**src/sv/sfpsd_pkg.sv**
```systemverilog
package sfpsd_pkg;

    // operation codes carried in tuser
    typedef enum logic [1:0] {
        OP_WRITE    = 2'd0,
        OP_READ     = 2'd1,
        OP_SET_AXIS = 2'd2,
        OP_NONE     = 2'd3
    } op_t;

    // frame type, bits 9-8 of a written frame
    typedef enum logic [1:0] {
        FRAME_NULL  = 2'd0,
        FRAME_CTRL  = 2'd1,
        FRAME_DATA  = 2'd2,
        FRAME_SPARE = 2'd3
    } frame_kind_t;

    // configuration register indexes
    localparam logic CFG_CHIP_VARIANT = 1'b0;
    localparam logic CFG_AXIS_SELECT  = 1'b1;

    localparam int TDATA_W  = 32;
    localparam int AXIS_W   = 11;

    // read modes, bits 7-6 of the control byte
    localparam logic [1:0] MODE_ID  = 2'b01;
    localparam logic [1:0] MODE_ADC = 2'b11;

    // select-ID handshake
    localparam logic [7:0] SELECT_ID_CODE  = 8'h43;
    localparam logic [7:0] SELECT_ID_REPLY = 8'h80;

    // newer map register selects
    localparam logic [3:0] NEW_SEL_ADC    = 4'h0;
    localparam logic [3:0] NEW_SEL_RAIL   = 4'h1;
    localparam logic [3:0] NEW_SEL_ANALOG = 4'h3;
    localparam logic [3:0] NEW_SEL_ADCCTL = 4'h7;
    localparam logic [3:0] NEW_SEL_STATUS = 4'hD;

    // older map register selects
    localparam logic [3:0] OLD_SEL_RAIL   = 4'h0;
    localparam logic [3:0] OLD_SEL_ANALOG = 4'h1;

    localparam logic [7:0] NEW_STATUS_BYTE = 8'h02;
    localparam logic [7:0] OLD_STATUS_BASE = 8'h40;
    localparam logic [7:0] OLD_STATUS_FULL = 8'h07;
    localparam logic [7:0] ADC_SIGN_FLIP   = 8'h80;
    localparam logic [AXIS_W-1:0] BATTERY_LEVEL = 11'h7FF;

    // adc channel codes of the newer map
    localparam logic [1:0] ADC_CH_TOUCH = 2'd0;
    localparam logic [1:0] ADC_CH_ZERO  = 2'd1;

    // one input transaction, unpacked
    typedef struct packed {
        op_t         op;
        logic [9:0]  frame;
        logic [1:0]  axis_index;
        logic [15:0] axis_value;
    } item_t;

    // configuration write port
    typedef struct packed {
        logic we;
        logic index;
        logic data;
    } cfg_write_t;

endpackage

```
**src/sv/sfpsd_core.sv**
```systemverilog
module sfpsd_core (
    input  logic                 aclk,
    input  logic                 aresetn,
    input  sfpsd_pkg::cfg_write_t cfg,
    input  logic                 item_go,
    input  sfpsd_pkg::item_t     item,
    output logic [7:0]           read_data
);
    import sfpsd_pkg::*;

    logic              chip_variant_reg;
    logic              axis_select_reg;
    logic [7:0]        control_byte_reg;
    logic [7:0]        rail_control_reg;
    logic [7:0]        analog_control_reg;
    logic [7:0]        adc_control_reg;
    logic [AXIS_W-1:0] touch_axes_reg [2];

    logic [3:0]        sel;
    frame_kind_t       kind;
    logic [7:0]        byte_in;
    logic [1:0]        new_ch;
    logic              old_full;
    logic [AXIS_W-1:0] adc_value;

    assign sel     = control_byte_reg[3:0];
    assign kind    = frame_kind_t'(item.frame[9:8]);
    assign byte_in = item.frame[7:0];

    // configuration registers
    always_ff @(posedge aclk) begin
        if (!aresetn) begin
            chip_variant_reg <= 1'b0;
            axis_select_reg  <= 1'b0;
        end else if (cfg.we) begin
            unique case (cfg.index)
                CFG_CHIP_VARIANT: chip_variant_reg <= cfg.data;
                CFG_AXIS_SELECT:  axis_select_reg  <= cfg.data;
                default: ;
            endcase
        end
    end

    // bus state: null, control and data frames
    always_ff @(posedge aclk) begin
        if (!aresetn) begin
            control_byte_reg   <= '0;
            rail_control_reg   <= '0;
            analog_control_reg <= '0;
            adc_control_reg    <= '0;
        end else if (item_go && item.op == OP_WRITE) begin
            unique case (kind)
                FRAME_NULL: begin
                    control_byte_reg   <= '0;
                    rail_control_reg   <= '0;
                    analog_control_reg <= '0;
                    adc_control_reg    <= '0;
                end
                FRAME_CTRL: control_byte_reg <= byte_in;
                FRAME_DATA: begin
                    if (chip_variant_reg) begin
                        unique case (sel)
                            NEW_SEL_RAIL:   rail_control_reg   <= byte_in;
                            NEW_SEL_ANALOG: analog_control_reg <= byte_in;
                            NEW_SEL_ADCCTL: adc_control_reg    <= byte_in;
                            default: ;
                        endcase
                    end else begin
                        unique case (sel)
                            OLD_SEL_RAIL:   rail_control_reg   <= byte_in;
                            OLD_SEL_ANALOG: analog_control_reg <= byte_in;
                            default: ;
                        endcase
                    end
                end
                default: ;
            endcase
        end
    end

    // touch axes, kept across null frames
    always_ff @(posedge aclk) begin
        if (!aresetn) begin
            touch_axes_reg[0] <= '0;
            touch_axes_reg[1] <= '0;
        end else if (item_go && item.op == OP_SET_AXIS && !item.axis_index[1]) begin
            touch_axes_reg[item.axis_index[0]] <= item.axis_value[AXIS_W-1:0];
        end
    end

    // adc source selection
    assign new_ch   = analog_control_reg[7:6];
    assign old_full = analog_control_reg[5];

    always_comb begin
        case (new_ch)
            ADC_CH_TOUCH: adc_value = touch_axes_reg[axis_select_reg];
            ADC_CH_ZERO:  adc_value = '0;
            default:      adc_value = BATTERY_LEVEL;
        endcase
    end

    // read multiplexer
    always_comb begin
        read_data = '0;
        if (item.op == OP_READ) begin
            if (control_byte_reg[7:6] == MODE_ID) begin
                read_data = (control_byte_reg == SELECT_ID_CODE) ? SELECT_ID_REPLY : 8'h00;
            end else if (control_byte_reg[7:6] == MODE_ADC) begin
                if (chip_variant_reg) begin
                    unique case (sel)
                        NEW_SEL_ADC: begin
                            if (adc_control_reg[2])
                                read_data = {5'b0, adc_value[10:8]};
                            else
                                read_data = adc_value[7:0] ^ ADC_SIGN_FLIP;
                        end
                        NEW_SEL_STATUS: read_data = NEW_STATUS_BYTE;
                        default:        read_data = '0;
                    endcase
                end else begin
                    unique case (sel)
                        OLD_SEL_RAIL:   read_data = old_full ? 8'hFF : 8'h00;
                        OLD_SEL_ANALOG: read_data = OLD_STATUS_BASE
                                                  | (old_full ? OLD_STATUS_FULL : 8'h00);
                        default:        read_data = '0;
                    endcase
                end
            end
        end
    end

endmodule

```
**src/sv/serial_frame_power_supply_device.sv**
```systemverilog
// Power-supply peripheral on a 10-bit serial frame bus. Each input transaction
// (tuser = operation) is a frame write, a read or a touch-axis update, and
// gives exactly one result byte, which is zero for anything but a read. An
// item is held in the input register, then decoded and applied to the register
// file on its way into the result register, so the block takes one transaction
// per cycle when the output is not stalled. Configuration (chip variant, touch
// axis for ADC channel zero) is written through cfg_we/cfg_index/cfg_data; the
// user must write it only while idle, as the block itself does not enforce this.
module serial_frame_power_supply_device (
    input  logic                            aclk,
    input  logic                            aresetn,
    input  logic                            cfg_we,
    input  logic                            cfg_index,
    input  logic                            cfg_data,
    input  logic                            s_tvalid,
    output logic                            s_tready,
    // frame [9:0], axis_index [11:10], axis_value [27:12], zero [31:28]
    input  logic [sfpsd_pkg::TDATA_W-1:0]   s_tdata,
    // operation [1:0]
    input  logic [1:0]                      s_tuser,
    output logic                            m_tvalid,
    input  logic                            m_tready,
    // read_data [7:0]
    output logic [7:0]                      m_tdata
);
    import sfpsd_pkg::*;

    logic       in_valid_reg;
    item_t      in_item_reg;
    logic       out_valid_reg;
    logic [7:0] out_data_reg;
    logic       out_free;
    logic       advance;
    logic [7:0] result;
    cfg_write_t cfg;

    assign out_free = !out_valid_reg || m_tready;
    assign advance  = in_valid_reg && out_free;
    assign s_tready = !in_valid_reg || advance;

    assign cfg = '{we: cfg_we, index: cfg_index, data: cfg_data};

    // input register
    always_ff @(posedge aclk) begin
        if (!aresetn) begin
            in_valid_reg <= 1'b0;
        end else if (s_tready) begin
            in_valid_reg <= s_tvalid;
        end
    end

    always_ff @(posedge aclk) begin
        if (s_tvalid && s_tready) begin
            in_item_reg.op         <= op_t'(s_tuser);
            in_item_reg.frame      <= s_tdata[9:0];
            in_item_reg.axis_index <= s_tdata[11:10];
            in_item_reg.axis_value <= s_tdata[27:12];
        end
    end

    sfpsd_core u_core (
        .aclk      (aclk),
        .aresetn   (aresetn),
        .cfg       (cfg),
        .item_go   (advance),
        .item      (in_item_reg),
        .read_data (result)
    );

    // result register
    always_ff @(posedge aclk) begin
        if (!aresetn) begin
            out_valid_reg <= 1'b0;
        end else if (out_free) begin
            out_valid_reg <= in_valid_reg;
        end
    end

    always_ff @(posedge aclk) begin
        if (advance) begin
            out_data_reg <= result;
        end
    end

    assign m_tvalid = out_valid_reg;
    assign m_tdata  = out_data_reg;

endmodule

```
**config.mk**
```make
export PLATFORM = sky130hd
export DESIGN_NAME = serial_frame_power_supply_device
export DESIGN_NICKNAME = d
export VERILOG_FILES = /design/src/sv/sfpsd_pkg.sv /design/src/sv/sfpsd_core.sv /design/src/sv/serial_frame_power_supply_device.sv
export SDC_FILE = /design/constraint.sdc
export NUM_CORES = 1
export LEC_CHECK = 0
export BUFFER_PORTS_ARGS = -buffer_cell sky130_fd_sc_hd__buf_2
export CORE_UTILIZATION = 25
export CTS_CLUSTER_DIAMETER = 40
export DETAILED_ROUTE_END_ITERATION = 10
export GPL_ROUTABILITY_DRIVEN = 0
export PLACE_DENSITY_LB_ADDON = 0.2
export SYNTH_ARGS = -nofsm -noshare
export SYNTH_HDL_FRONTEND = slang
export SYNTH_HIERARCHICAL = 1
export SYNTH_SLANG_ARGS = --single-unit
```
**constraint.sdc**
```tcl
create_clock -name aclk -period 3.35 [get_ports aclk]
set_input_delay 0.67 -clock aclk [delete_from_list [all_inputs] [get_ports aclk]]
set_output_delay 0.67 -clock aclk [all_outputs]
set_load 0.05 [all_outputs]
```
After elaboration in Yosys (flattened, before gate mapping)
Memories as Yosys holds them, arrays and structs flattened. A register that Yosys moved wholly into a read port is not among the register bits.
Index checks and enable logic that the tools add are counted.
{ "classes": {"mux": 27, "n_eq_ne": 16, "bitwise_logic": 2, "reduce_logical": 22} }
{ "op_table": {"columns": ["op", "n"], "rows": [
  ["8-bit 2-to-1 mux", 9],
  ["8-bit case mux with 2 select lines", 4],
  ["11-bit case mux with 2 select lines", 1],
  ["11-bit 2-to-1 mux", 1],
  ["11-bit OR reduction", 1],
  ["3-bit 2-to-1 mux", 3],
  ["2-bit by 1-bit equality test with 1-bit output (second input constant)", 4],
  ["8-bit by 7-bit equality test with 1-bit output (second input constant)", 1],
  ["1-bit 2-to-1 mux", 8],
  ["4-bit AND reduction", 2],
  ["2-bit equality test (second input constant)", 3],
  ["2-bit zero test", 3],
  ["3-bit case mux with 2 select lines", 1],
  ["2-bit AND reduction", 3],
  ["1-bit logical AND", 5],
  ["4-bit by 1-bit equality test with 1-bit output (second input constant)", 1],
  ["4-bit by 2-bit equality test with 1-bit output (second input constant)", 1],
  ["4-bit by 3-bit equality test with 1-bit output (second input constant)", 1],
  ["4-bit equality test (second input constant)", 1],
  ["4-bit zero test", 1],
  ["2-bit nonzero test", 2],
  ["1-bit zero test", 3],
  ["3-bit by 1-bit != test with 1-bit output (second input constant)", 1],
  ["3-bit != test (second input constant)", 1],
  ["4 further kinds", 6]
]} }
{ "totals": {"elab_cells": 80, "in_bits": 41, "ff_bits": 56, "out_inout_bits": 10, "ram_bits": 22, "n_memories": 1} }
{ "memory_table": {"columns": ["name", "words", "word_bits", "rd", "rd_ports_with_merged_regs", "write_ports", "line", "text"], "rows": [
  ["u_core.touch_axes_reg", 2, 11, 1, 1, 2, "sfpsd_core.sv:17", "logic [AXIS_W-1:0] touch_axes_reg [2];"]
]} }

Depth between registers and ports, before layout
Gate-level depths: netlist (run 1).
{ "logic_depth": {"ltp_word": 10, "mapped_depth": 7, "depth_no_buf": 6} }

Hierarchy
Netlist (run 1), hierarchy kept.
{ "by_module_without_submodules": {"columns": ["mod", "cells_per_inst", "seq_area_each_um2", "area_each_um2", "n_inst"], "rows": [
  ["sfpsd_core", 181, 960.9, 1920.6, 1],
  ["serial_frame_power_supply_device", 47, 1181.1, 1244.9, 1]
]} }

Worst setup path before layout (run 1)
No wires, ideal clock.
{ "synth_path": {"kind": "reg-to-reg", "startpoint": "reg out_valid_reg (netlist: m_tvalid)", "endpoint": "mem u_core.touch_axes_reg[0][0], enable pin", "n_path_buf": 0, "setup_time_ps": 394, "period_less_slack_ps": 2992, "stages_incl_launch_ff": 6, "slack_ps": 358, "t_required_ps": 2956, "t_arrival_ps": 2598, "path_cell_list": "dfxtp_1 > nor2b_4 > nor2b_1 > nand2b_4 > or3_4 > o21ai_0"} }
{ "synth_rtl": {"columns": ["element", "line", "text"], "rows": [
  ["from (decl)", "serial_frame_power_supply_device.sv:30", "logic out_valid_reg;"],
  ["from (signal assigned)", "serial_frame_power_supply_device.sv:75", "out_valid_reg <= in_valid_reg;"],
  ["to (decl)", "sfpsd_core.sv:17", null]
]} }

==> results of run 1 <==
power by group:
part | internal, mW | total [mW] | switching [mW]
sequential | 0.998 | 1.02 | 0.0211
combinational | 0.0409 | 0.0951 | 0.0541
clock | 0.668 | 1.02 | 0.352
cell type report:
type	count	area (um2)	share of cell area, %
clock inverters	6	81.3	2.20
flip-flops and latches	72	1990	53.8
well taps	143	179	4.83
clock buffers	10	239	6.45
inverters	7	26.3	0.709
repair buffers	46	243	6.55
multi-input cells	135	943	25.5
critical path, delay by kind of cell:
kind,cells,cell delay (ns)
AND/OR/NAND/NOR,4,0.87
buffers and inverters,2,0.35
AO/OA/AOI/OAI,1,0.16
stage by stage:
stage	setup WS, ns	instances
after floorplan	0.358	223
after global placement	0.945	403
after detailed placement	0.938	403
after CTS	1.29	419
after global routing	1.16	419
final	1.32	419
layer usage:
metal	global-route usage [%]	wire length, um	up-vias
li1	-	-	924
met1	13.4	2800	894
met2	15.4	2620	41
met3	2.83	248	7
met4	6.49	123	0
met5	0	0	-
final timing paths:
check	slack [ns]	to	depth (start not counted)	startpoint
setup / recovery	1.32	u_core/touch_axes_reg[1][4]	7	m_tready
hold / removal	0.46	u_core/control_byte_reg[5]	2	u_core/control_byte_reg[5]
setup reg to reg	1.34	u_core/touch_axes_reg[1][4]	6	m_tvalid
hold reg to reg	0.46	u_core/control_byte_reg[5]	2	u_core/control_byte_reg[5]
==> impl_metrics.py, run 1 <==
metrics = {
    "outcome": {
        "status": "finished with violations",
        "violations": "DRC",
    },
    "floorplanning": {
        "die_h_um": 112,
        "fp.dieArea_um2": 12500,
        "core.rowCount": 39,
        "io_pins": 51,
        "initial_core_util_pct": 26.1,
        "coreArea_um2": 11600,
        "die_w_um": 112,
    },
    "power": {
        "powerDensity_nw_per_um2": 576,
        "finalPower_mw": 2.13,
        "peakVddDrop_mv": 0.173,
        "p_leak_nw": 1.35,
    },
    "clocking": {
        "cts_resized": 0,
        "cts_tree": "built",
        "cts_root_buf": "clkbuf_16",
        "cts.htree.levels": 3,
        "clockBufferDepth": 2,
        "cts_hold_buf": 0,
        "clkLatencyLatePin_ns": 0.33,
        "clock-sinks": 72,
        "postCtsSetupBuffers": 0,
        "cts_made_buffers": 9,
        "clk_pin_slew_ns": 0.05,
    },
    "critical_path": {
        "critical_path_class": "input pin to flip-flop",
        "worst_setup_path_end_kind": "flip-flop",
        "path_cells": "buf_2 -> nor2b_4 -> nor2b_1 -> nand2b_4 -> or3_4 -> o21ai_0 -> buf_4",
        "worst_path_largest_cell_delay_ns": 0.40,
        "cp.arrival_ns": 2.06,
        "startpoint_type": "input pin",
        "required_ns": 3.38,
        "critical_path_peak_fanout": 11,
        "slowest_stage": "or3_4",
    },
    "layout": {
        "final_common_cell": "edfxtp_1",
        "num-nets-final": 312,
        "layout-drive-gt1-share_pct": 29.0,
        "largest_register_ffs": 25,
        "area_growth_pct": 22.8,
        "design_area_um2": 3700,
        "fillCellCount": 1161,
        "fin_util_pct": 32.0,
        "n_antenna_cell": 0,
        "mostFrequentLayoutCells": "edfxtp_1 (55), buf_2 (41), and2_1 (22), dfxtp_1 (17), nand2_1 (15)",
    },
    "yosys": {
        "syn_nets": 264,
        "ys_warn_count": 6,
        "synth_area_um2": 3020,
        "syn-instance-count": 223,
        "syn_area_per_cell_um2": 13.5,
    },
    "drt": {
        "ant_nets": 0,
        "postRouteWirelength_mm": 5.80,
        "drc": 1,
        "drt_iter0_markers": 98,
        "vias_per_cell": 4.45,
        "dr.pass1.iters": 7,
        "wl_per_cell_um": 13.8,
        "dr_total_vias": 1866,
    },
    "timing": {
        "max_freq_ghz": 0.491,
        "whs_ns": 0.464,
        "timing.final.crit_share_pct": 60.7,
        "clock-skew-final_ns": 0.00835,
        "slew_headroom_pct": 63.1,
        "rsz0062_at_grt": "no",
        "period_needed_ns": 2.03,
        "final_hold_viol_count": 0,
        "setup_viol": 0,
        "slew_violations": 0,
        "worstMarginPinSlew_ns": 0.551,
        "finalSetupTns_ns": 0,
    },
    "placement": {
        "place_area_um2": 3380,
        "dp_hpwl_mm": 4.02,
        "portBuffers": 41,
    },
    "worst_hold_path": {
        "hold_class": "flip-flop to flip-flop",
    },
    "grt": {
        "grt_max_degree": 26,
        "grt_pass1_wl_mm": 9.58,
        "grt_use_total_pct": 10.4,
        "grt_antenna_before_repair": 0,
        "gr-total-overflow": 0,
        "grt_pass1_vias": 1878,
    },
    "flow_run": {
        "maxCapViolCount": 0,
    },
}
Note: power is estimated with default switching activity, not from simulation.
==> inputs of run 2 (changes only) <==
Clock period 3.35 ns to 2.02 ns, I/O delays scaled along.
==> run 2 against run 1 <==
Compared with the run above: the run still ends with DRC left; routed wire length increased by 2.2%; core utilization rose by 0.69 points; clock skew decreased by 0.00073 ns; via count fell by 0.64%; register-to-register slack lost 1.1 ns; worst setup slack got worse by 1.1 ns; global-route usage up 0.17 points; die area unchanged; critical path type is now flip-flop to flip-flop; critical endpoint is now u_core/touch_axes_reg[1][10].
==> impl_metrics.py, run 2 (same netlist as run 1, synthesis figures left out) <==
metrics = {
    "critical_path": {
        "worst_setup_path_end_kind": "flip-flop",
        "startpoint_type": "flip-flop",
        "required_ns": 2.06,
        "cp.arrival_ns": 1.81,
        "critical_path_peak_fanout": 11,
        "critical_path_class": "flip-flop to flip-flop",
    },
    "power": {
        "clock_power_share_pct": 47.1,
        "finalPower_mw": 3.53,
        "p_leak_nw": 1.38,
        "powerDensity_nw_per_um2": 932,
        "combPwrFrac_pct": 4.9,
        "p_seq_share_pct": 47.9,
        "power_switching_mw": 0.713,
        "peakVddDrop_mv": 0.353,
        "p_sw_share_pct": 20.2,
        "internal-power_mw": 2.81,
    },
    "layout": {
        "num-nets-final": 316,
        "fillCellCount": 1136,
        "largest_register_ffs": 25,
        "final_common_cell": "edfxtp_1",
        "area_growth_pct": 25.5,
        "stdcell_count": 423,
        "layout-drive-gt1-share_pct": 31.4,
        "mostFrequentLayoutCells": "edfxtp_1 (55), buf_2 (41), and2_1 (22), dfxtp_1 (16), nand2_1 (15)",
        "fin_util_pct": 32.7,
        "design_area_um2": 3780,
        "n_antenna_cell": 0,
    },
    "timing": {
        "setup_viol": 0,
        "max_freq_ghz": 0.564,
        "timing.final.crit_share_pct": 87.8,
        "whs_ns": 0.246,
        "finalSetupTns_ns": 0,
        "clock-skew-final_ns": 0.00762,
        "slew_violations": 0,
        "worstMarginPinSlew_ns": 0.381,
        "slew_headroom_pct": 74.3,
        "period_needed_ns": 1.77,
        "layout_setup_ws_ns": 0.247,
        "final_hold_viol_count": 0,
        "rsz0062_at_grt": "no",
    },
    "drt": {
        "dr_total_vias": 1854,
        "wl_per_cell_um": 14.0,
        "dr.pass1.iters": 7,
        "postRouteWirelength_mm": 5.93,
        "ant_nets": 0,
        "drt_iter0_markers": 90,
        "vias_per_cell": 4.38,
        "drc": 3,
    },
    "grt": {
        "grt_antenna_before_repair": 0,
        "grt_pass1_vias": 1893,
        "grt_pass1_wl_mm": 9.89,
        "grt_use_total_pct": 10.5,
        "grt_max_degree": 26,
        "gr-total-overflow": 0,
    },
    "floorplanning": {
        "fp.dieArea_um2": 12500,
        "die_w_um": 112,
        "die_h_um": 112,
        "core.rowCount": 39,
        "initial_core_util_pct": 26.1,
        "io_pins": 51,
        "coreArea_um2": 11600,
    },
    "clocking": {
        "cts.htree.levels": 3,
        "clockBufferDepth": 2,
        "cts_root_buf": "clkbuf_16",
        "postCtsSetupBuffers": 0,
        "cts_tree": "built",
        "cts_resized": 0,
        "clk_pin_slew_ns": 0.06,
        "clock-sinks": 72,
        "cts_made_buffers": 9,
        "clkLatencyLatePin_ns": 0.33,
        "cts_hold_buf": 0,
    },
    "placement": {
        "portBuffers": 41,
        "place_area_um2": 3470,
        "dp_hpwl_mm": 4.17,
        "placedCellCount": 407,
        "dp_slack_ns": 0.160,
    },
    "flow_run": {
        "maxCapViolCount": 0,
    },
    "outcome": {
        "status": "finished with violations",
        "violations": "DRC",
    },
    "worst_hold_path": {
        "hold_class": "input pin to flip-flop",
    },
}
==> run 2: cell types whose count changed in the layout (fill, tap and decap cells not counted), sizes merged <==
cell	previous run	this run
buf	46	50
clkbuf	10	11
clkinv	3	2
clkinvlp	0	1
inv	8	7
==> run 2: critical path, cell delays in order (launching register included) <==
cell and delay [ns]:
dfxtp_1 0.43, nor2b_4 0.24, nand2b_4 0.09, or3_4 0.42, o21ai_4 0.16, buf_12 0.15
==> run 2: final cells by class <==
type / count / area (um2) / area share [%]
clock buffers: 11 / 233 / 6.15
clock inverters: 5 / 81.3 / 2.15
inverters: 7 / 26.3 / 0.694
multi-input cells: 135 / 973 / 25.7
flip-flops and latches: 72 / 1990 / 52.7
well taps: 143 / 179 / 4.73
repair buffers: 50 / 298 / 7.87
==> run 2: path summary, 6_finish.rpt <==
| check | slack (ns) | start | cells past startpoint | endpoint |
|---|---|---|---|---|
| worst max-delay path | 0.25 | in_valid_reg | 5 | u_core/touch_axes_reg[1][10] |
| worst min register to register | 0.47 | u_core/control_byte_reg[5] | 2 | u_core/control_byte_reg[5] |
| worst max register to register | 0.25 | in_valid_reg | 5 | u_core/touch_axes_reg[1][10] |
| worst min-delay path | 0.25 | s_tdata[3] | 1 | in_item_reg[21] |
==> run 2: power groups by stage <==
stage                     logic (mW)  registers (mW)  clock network (mW)
final                          0.174            1.69                1.66
after CTS                      0.179            1.69                1.71
after detailed placement       0.178            1.72                   0
after global routing           0.191            1.70                1.77
after global placement         0.176            1.72                   0
after floorplan               0.0896            1.72                   0
==> run 2: metal layers <==
layer	routed length (um)	track usage (%)	up-vias
li1	-	-	933
met1	2970	14.1	873
met4	125	6.22	0
met5	0	0	-
met2	2640	15.4	38
met3	195	2.56	10
